==> config.mk <==
export PLATFORM = sky130hd
export DESIGN_NAME = utf8_to_utf16_stream_decoder
export DESIGN_NICKNAME = d
export VERILOG_FILES = /design/src/design/u8u16_pkg.sv /design/src/design/utf8_to_utf16_stream_decoder.sv /design/src/design/u8u16_state.sv /design/src/design/u8u16_decode.sv
export SDC_FILE = /design/constraint.sdc
export NUM_CORES = 1
export LEC_CHECK = 0
export BUFFER_PORTS_ARGS = -buffer_cell sky130_fd_sc_hd__buf_2
export CELL_PAD_IN_SITES_DETAIL_PLACEMENT = 0
export CELL_PAD_IN_SITES_GLOBAL_PLACEMENT = 1
export CORE_MARGIN = 3
export CORE_UTILIZATION = 33
export DETAILED_ROUTE_END_ITERATION = 16
export PLACE_DENSITY = 0.59
export SLEW_MARGIN = 20
export SYNTH_ARGS = -nofsm -noshare
export SYNTH_HDL_FRONTEND = slang
export SYNTH_SLANG_ARGS = --single-unit
==> constraint.sdc <==
create_clock -name clk_i -period 3.4 [get_ports clk_i]
set_input_delay 0.51 -clock clk_i [delete_from_list [all_inputs] [get_ports clk_i]]
set_output_delay 0.51 -clock clk_i [all_outputs]
set_load 0.05 [all_outputs]
==> src/design/u8u16_pkg.sv <==
`timescale 1ns / 1ps
// ----------------------------------------------------------------------------
// u8u16_pkg
// Shared types and constants of the UTF-8 to UTF-16 stream decoder.
// ----------------------------------------------------------------------------
package u8u16_pkg;

  localparam int unsigned ByteW  = 8;
  localparam int unsigned UnitW  = 16;
  localparam int unsigned StatW  = 3;
  localparam int unsigned HeldN  = 3;
  localparam int unsigned CountW = 2;
  localparam int unsigned LenW   = 3;

  localparam logic [UnitW-1:0] ReplResetVal = 16'hFFFD;

  typedef enum logic [StatW-1:0] {
    ST_OK         = 3'd0,
    ST_PENDING    = 3'd1,
    ST_PAIR       = 3'd2,
    ST_BAD        = 3'd3,
    ST_BAD_TAIL   = 3'd4,
    ST_DOUBLE_BAD = 3'd5
  } status_e;

  // Sequence lengths named by the lead byte
  localparam logic [LenW-1:0] LenNone = 3'd0;
  localparam logic [LenW-1:0] LenTwo  = 3'd2;
  localparam logic [LenW-1:0] LenThr  = 3'd3;
  localparam logic [LenW-1:0] LenFour = 3'd4;

  typedef struct packed {
    status_e          status;
    logic [UnitW-1:0] unit_first;
    logic [UnitW-1:0] unit_second;
    logic             pair_valid;
  } result_t;

  typedef struct packed {
    logic [CountW-1:0]          count;
    logic [LenW-1:0]            exp_len;
    logic [HeldN-1:0][ByteW-1:0] held;
  } seq_state_t;

  typedef struct packed {
    logic [CountW-1:0] count;
    logic [LenW-1:0]   exp_len;
    logic              held_we;
    logic [CountW-1:0] held_idx;
    logic [ByteW-1:0]  held_data;
  } state_upd_t;

endpackage

==> src/design/utf8_to_utf16_stream_decoder.sv <==
`timescale 1ns / 1ps
// ----------------------------------------------------------------------------
// utf8_to_utf16_stream_decoder
// UTF-8 byte stream in, one status plus up to two UTF-16 units out per byte.
// ----------------------------------------------------------------------------
// Usage:
//   Input channel: one UTF-8 byte per beat on byte_in_i, taken at a rising
//   edge with in_valid_i high and in_stall_o low.
//   Output channel: one result beat per input byte (status, unit_first,
//   unit_second, pair_valid), taken with out_valid_o high and out_stall_i low.
//   Configuration: cfg_we_i writes cfg_data_i into the replacement code unit;
//   write only while no byte is in flight.
//   Path: input register, then decode into the result register.
//   Throughput: one byte per cycle while out_stall_i is low; the next byte
//   depends on open-sequence state, updated in the same cycle as the result.
//   Reset: no sequence open, no beats held, replacement unit = U+FFFD.
//   Stall: a stalled result holds; the input register still takes a beat while
//   it is empty or the result moves on the same edge, else in_stall_o rises.
// ----------------------------------------------------------------------------
module utf8_to_utf16_stream_decoder (
  input  logic        clk_i,
  input  logic        rst_ni,
  input  logic        cfg_we_i,
  input  logic [15:0] cfg_data_i,
  input  logic        in_valid_i,
  output logic        in_stall_o,
  input  logic [7:0]  byte_in_i,
  output logic        out_valid_o,
  input  logic        out_stall_i,
  output logic [2:0]  status_o,
  output logic [15:0] unit_first_o,
  output logic [15:0] unit_second_o,
  output logic        pair_valid_o
);
  import u8u16_pkg::*;

  logic [UnitW-1:0] repl_q;
  logic             s1_vld_q;
  logic [ByteW-1:0] byte_q;
  logic             out_vld_q;
  result_t          res_q, res_d;
  seq_state_t       seq_state;
  state_upd_t       seq_upd;
  logic             out_adv, step_en;

  // Replacement code unit register
  always_ff @(posedge clk_i or negedge rst_ni) begin
    if (!rst_ni) begin
      repl_q <= ReplResetVal;
    end else if (cfg_we_i) begin
      repl_q <= cfg_data_i;
    end
  end

  // The result register frees when empty or taken this edge
  assign out_adv    = !out_vld_q || !out_stall_i;
  assign step_en    = s1_vld_q && out_adv;
  assign in_stall_o = s1_vld_q && !out_adv;

  // Input register
  always_ff @(posedge clk_i or negedge rst_ni) begin
    if (!rst_ni) begin
      s1_vld_q <= 1'b0;
    end else if (!in_stall_o) begin
      s1_vld_q <= in_valid_i;
    end
  end

  always_ff @(posedge clk_i) begin
    if (in_valid_i && !in_stall_o) begin
      byte_q <= byte_in_i;
    end
  end

  u8u16_decode u_decode (
    .byte_i   (byte_q),
    .repl_i   (repl_q),
    .state_i  (seq_state),
    .result_o (res_d),
    .upd_o    (seq_upd)
  );

  // Sequence state advances exactly when a byte moves into the result register
  u8u16_state u_state (
    .clk_i   (clk_i),
    .rst_ni  (rst_ni),
    .en_i    (step_en),
    .upd_i   (seq_upd),
    .state_o (seq_state)
  );

  // Result register
  always_ff @(posedge clk_i or negedge rst_ni) begin
    if (!rst_ni) begin
      out_vld_q <= 1'b0;
    end else if (out_adv) begin
      out_vld_q <= s1_vld_q;
    end
  end

  always_ff @(posedge clk_i) begin
    if (step_en) begin
      res_q <= res_d;
    end
  end

  assign out_valid_o   = out_vld_q;
  assign status_o      = res_q.status;
  assign unit_first_o  = res_q.unit_first;
  assign unit_second_o = res_q.unit_second;
  assign pair_valid_o  = res_q.pair_valid;

endmodule

==> src/design/u8u16_state.sv <==
`timescale 1ns / 1ps
// ----------------------------------------------------------------------------
// u8u16_state
// Open-sequence state: byte count, expected length and held bytes.
// ----------------------------------------------------------------------------
module u8u16_state (
  input  logic                  clk_i,
  input  logic                  rst_ni,
  input  logic                  en_i,
  input  u8u16_pkg::state_upd_t upd_i,
  output u8u16_pkg::seq_state_t state_o
);
  import u8u16_pkg::*;

  logic [CountW-1:0]           count_q;
  logic [LenW-1:0]             exp_len_q;
  logic [HeldN-1:0][ByteW-1:0] held_q;

  always_ff @(posedge clk_i or negedge rst_ni) begin
    if (!rst_ni) begin
      count_q   <= '0;
      exp_len_q <= LenNone;
    end else if (en_i) begin
      count_q   <= upd_i.count;
      exp_len_q <= upd_i.exp_len;
    end
  end

  // held bytes: no reset, only entries of the open sequence are read
  always_ff @(posedge clk_i) begin
    if (en_i && upd_i.held_we) begin
      held_q[upd_i.held_idx] <= upd_i.held_data;
    end
  end

  assign state_o.count   = count_q;
  assign state_o.exp_len = exp_len_q;
  assign state_o.held    = held_q;

endmodule

==> src/design/u8u16_decode.sv <==
`timescale 1ns / 1ps
// ----------------------------------------------------------------------------
// u8u16_decode
// Per-byte decode: classifies the byte, builds the result and next state.
// ----------------------------------------------------------------------------
module u8u16_decode (
  input  logic [7:0]            byte_i,
  input  logic [15:0]           repl_i,
  input  u8u16_pkg::seq_state_t state_i,
  output u8u16_pkg::result_t    result_o,
  output u8u16_pkg::state_upd_t upd_o
);
  import u8u16_pkg::*;

  logic              is_ascii, is_cont, faulted;
  logic [CountW-1:0] eff_count;
  logic [LenW-1:0]   lead_len, eff_len, count_inc;
  logic [ByteW-1:0]  lead, h1, h2;
  logic [10:0]       cp2;
  logic [15:0]       cp3;
  logic [20:0]       cp4, v4;
  logic              ok2, ok3, ok4;
  result_t           full_res;

  always_comb begin
    case (byte_i) inside
      8'b110?_????: lead_len = LenTwo;
      8'b1110_????: lead_len = LenThr;
      8'b1111_0???: lead_len = LenFour;
      default:      lead_len = LenNone;
    endcase
  end

  assign is_ascii  = ~byte_i[7];
  assign is_cont   = (byte_i[7:6] == 2'b10);
  assign faulted   = (state_i.count != '0) && !is_cont && !is_ascii;
  assign eff_count = faulted ? '0 : state_i.count;
  assign eff_len   = (eff_count == '0) ? lead_len : state_i.exp_len;
  assign count_inc = {1'b0, eff_count} + 3'd1;

  // Completed-sequence decode, strict
  assign lead = state_i.held[0];
  assign h1   = state_i.held[1];
  assign h2   = state_i.held[2];
  assign cp2  = {lead[4:0], byte_i[5:0]};
  assign cp3  = {lead[3:0], h1[5:0], byte_i[5:0]};
  assign cp4  = {lead[2:0], h1[5:0], h2[5:0], byte_i[5:0]};
  assign v4   = cp4 - 21'h10000;
  assign ok2  = (lead[4:1] != 4'd0);
  assign ok3  = (cp3 >= 16'h0800) && (cp3[15:11] != 5'b11011);
  assign ok4  = (cp4 >= 21'h10000) && (cp4 <= 21'h10FFFF);

  always_comb begin
    full_res = '{status: ST_BAD, unit_first: repl_i, unit_second: '0, pair_valid: 1'b0};
    case (state_i.exp_len)
      LenTwo: begin
        if (ok2) full_res = '{ST_OK, {5'd0, cp2}, 16'd0, 1'b0};
      end
      LenThr: begin
        if (ok3) full_res = '{ST_OK, cp3, 16'd0, 1'b0};
      end
      default: begin
        if (ok4) full_res = '{ST_PAIR, {6'b110110, v4[19:10]}, {6'b110111, v4[9:0]}, 1'b1};
      end
    endcase
  end

  always_comb begin
    result_o = '{status: ST_BAD, unit_first: repl_i, unit_second: '0, pair_valid: 1'b0};
    upd_o    = '{count: '0, exp_len: state_i.exp_len, held_we: 1'b0,
                 held_idx: eff_count, held_data: byte_i};
    if (is_ascii) begin
      if (state_i.count != '0) begin
        result_o = '{ST_BAD_TAIL, repl_i, {8'd0, byte_i}, 1'b1};
      end else begin
        result_o = '{ST_OK, {8'd0, byte_i}, 16'd0, 1'b0};
      end
    end else if (eff_count == '0 && lead_len == LenNone) begin
      // invalid lead; a fault on the same byte doubles the replacement
      if (faulted) result_o = '{ST_DOUBLE_BAD, repl_i, repl_i, 1'b1};
    end else if (count_inc < eff_len) begin
      upd_o.count   = count_inc[CountW-1:0];
      upd_o.exp_len = eff_len;
      upd_o.held_we = 1'b1;
      result_o.status = faulted ? ST_BAD : ST_PENDING;
    end else begin
      result_o = full_res;
    end
  end

endmodule
==> metrics.md <==
| Metric | Value |
|---|---|
| Synth unique cells | `62` |
| Clk sink count | `84` |
| Slew headroom | `53.6%` |
| PortBufs | `66` |
| IO Count | `67` |
| FP Rows | `40` |
| Largest net degree at the start of global routing | `36` |
| Crit path max fanout | `9` |
| Share of flip-flops with an asynchronous set or reset | `27.4%` |
| Power Density | `566 mW/mm^2` |
| Core area | `0.0122 sq mm` |
| Gr usage total | `16.8%` |
| Worst-skew pair later-pin latency | `0.35 ns` |
| Run status | `completed` |
| Highest clock rate | `0.315 GHz` |
| Setup violators final | `0` |
| Period utilisation layout | `93.5%` |
| Clock Tree Buf Depth | `2` |
| Syn_area_per_cell | `12.4 sq um` |
| Dpl ws | `0.148 ns` |
| Max H-tree Level | `3` |
| Setup CP Type | `reg -> reg` |
| Width of the chip | `118 um` |
| Initial core utilization | `34.1%` |
| Hold Vio Cnt, Final | `0` |
| Commonest non-fill, non-tap cell in the layout | `buf_2` |
| Synth Register Bits | `84` |
| Vias in the first global route | `3041` |
| Vias per cell | `5.21` |
| Period minus WS final | `3.18 ns` |
| DRT antenna net count | `0` |
| Commonest non-fill, non-tap cells in the layout | `66 x buf_2, 61 x edfxtp_1, 27 x nand2_1` |
| Main synth FF type | `edfxtp_1` |
| Synth warn | `0` |
| Clock Tree Root | `clkbuf_16` |
| Skew final | `0.00660 ns` |
| Post-synth EDFFs | `61` |
| Critical path origin | `byte_q[6]$_DFFE_PP_` |
| WP data arrival | `3.27 ns` |
| Mean routed wirelength per cell | `20.0 um` |
| Max VDD drop | `0.000286 V` |
| Drt pass-1 iters | `4` |
| Crit-path cells | `nand2_2, nand2_1, ha_2, mux2i_1, ha_1, nor4b_1, a22oi_2, and2_2, buf_4, and4_4, o2bb2ai_1, a221o_1` |
| Final non-filler cell area | `0.00500 sq mm` |
| N_diodes | `0` |
| Die Y | `118 um` |
| Finished Layout Cells | `577` |
| CTS tree | `done` |
| Drt drc | `0` |
| Gate Count Post-Synth | `334` |
| Global route total overflow | `0` |
| Area grow syn2layout | `20.4%` |
| Gpl congestion | `0.810` |
| Post-synthesis sequential area ratio | `58.4%` |
| Pins Over Slew Limit | `0` |
| DP HPWL | `8210 um` |
| First-pass GRT wire length | `18000 um` |
| R2r startpoint | `byte_q[6]$_DFFE_PP_` |
| Worst hold path type | `in -> async` |
| Critical-path top delay cell | `edfxtp_1` |
| Total placed cells including tap cells | `561` |
| Setup WS post-layout | `0.222 ns` |
| End-of-flow core utilization | `41.1%` |
| Layout cells sized above 1 | `34.5%` |
| Fillers | `1207` |
| RSZ-0062 raised after global routing | `false` |
| Die area | `0.0140 sq mm` |
| Startpoint Class | `flip-flop` |
| Total CTS buffers | `9` |
| Vias | `3004` |
| Least-Margin Pin Slew | `0.692 ns` |
| CTS clk-pin slew, worst paths | `0.07 ns` |
| Syn_nets | `372` |
| Worst R2R Path Depth | `12` |
| Initial antenna violation count | `0` |
| CP Capture Type | `flip-flop` |
| CP required | `3.49 ns` |
| DP Area | `0.00469 sq mm` |
| Iter 0 DRT Violations | `180` |
| Post-Route Setup TNS | `0 ns` |
| Synth Cell Area | `0.00415 sq mm` |
| WL final | `11500 um` |
| Max Cap Viol | `0` |
| Cell leakage power | `1.91 nW` |
| Crit-path max cell delay | `0.44 ns` |
| Nets | `442` |
==> critical path: cells and delay by family, from the launching register on <==
| family | cells | cell delay, ns |
|---|---|---|
| AO/OA/AOI/OAI | 3 | 0.51 |
| multiplexers | 1 | 0.15 |
| buffers and inverters | 1 | 0.19 |
| adder cells (fa/ha/maj) | 2 | 0.49 |
| flip-flops | 1 | 0.44 |
| AND/OR/NAND/NOR | 5 | 1.13 |
==> power breakdown <==
group	internal [W]	switching (W)	leakage, nW	total [W]
sequential	0.00121	0.0000682	0.840	0.00128
combinational	0.000161	0.000373	0.922	0.000534
clock	0.000596	0.000423	0.153	0.00102
==> layer usage <==
metal / track usage [%] / part of all wire (%)
met1: 23.2 / 48
met2: 26.3 / 46
met3: 3.73 / 4.2
met4: 5.49 / 1.9
met5: 0 / 0
==> Yosys cell counts (7+ instances only) <==
library cell | n | area [sq um]
dfrtp_1 | 8 | 200
nand2_1 | 27 | 101
o22ai_1 | 8 | 50.1
inv_1 | 12 | 45.0
clkbuf_1 | 9 | 33.8
ha_1 | 9 | 113
nand3_1 | 9 | 45.0
edfxtp_1 | 61 | 1830
mux2_2 | 15 | 169
o211ai_1 | 8 | 60.1
o21ai_0 | 9 | 45.0
a22o_1 | 8 | 70.1
mux2i_1 | 9 | 90.1
a21oi_1 | 17 | 85.1
nor2_1 | 14 | 52.6
dfstp_2 | 15 | 394
nor3_1 | 9 | 45.0
and2_1 | 7 | 43.8
==> cells by family after synthesis <==
family | count (synthesis) | share of synthesized area (%)
AO/OA/AOI/OAI | 89 | 16.7
XOR/XNOR | 2 | 0.422
adder cells (fa/ha/maj) | 9 | 2.71
buffers and inverters | 28 | 2.98
flip-flops | 84 | 58.4
multiplexers | 24 | 6.24
AND/OR/NAND/NOR | 98 | 12.5
==> layout make-up <==
class / instances / area [sq um] / share of cell area [%]
clock buffer: 10 / 239 / 4.78
clock inverter: 6 / 70.1 / 1.40
inverter: 12 / 45.0 / 0.901
multi-input combinational: 222 / 1610 / 32.2
sequential: 84 / 2430 / 48.5
tap: 168 / 210 / 4.21
timing repair buffer: 75 / 398 / 7.96
==> repair_timing <==
item	CTS	global route
gates resized for setup	0	2
endpoints found under the setup margin	0	10
setup buffers	0	0
hold buffers	0	0
==> sequential cells by signal, indices dropped and copies added, names as in the netlist, 2 cells and up <==
signal	cells
u_state.state_o	17
repl_q	16
unit_first_o	16
unit_second_o	16
byte_q	8
status_o	3
u_state.exp_len_q	3
u_state.count_q	2
==> per-stage QoR <==
| step | hold WS [ns] | power [W] |
|---|---|---|
| global route | 0.224 | 0.00295 |
| detailed placement | 0.495 | 0.00183 |
| global placement | 0.488 | 0.00183 |
| finish | 0.184 | 0.00283 |
| floorplan | 0.214 | 0.00167 |
| CTS | 0.210 | 0.00285 |
==> path summary, 6_finish.rpt <==
kind	end	slack (ns)
max in group asynchronous	u_state.exp_len_q[2]$_DFFE_PN0P_	2.81
min reg2reg	out_valid_o$_DFFE_PN0N_	0.51
max reg2reg	unit_first_o[1]$_DFFE_PP_	0.22
min	u_state.count_q[0]$_DFFE_PN0P_	0.18
min in group clk_i	byte_q[7]$_DFFE_PP_	0.33
max	unit_first_o[1]$_DFFE_PP_	0.22
Note: power is estimated with default switching activity, not from simulation.
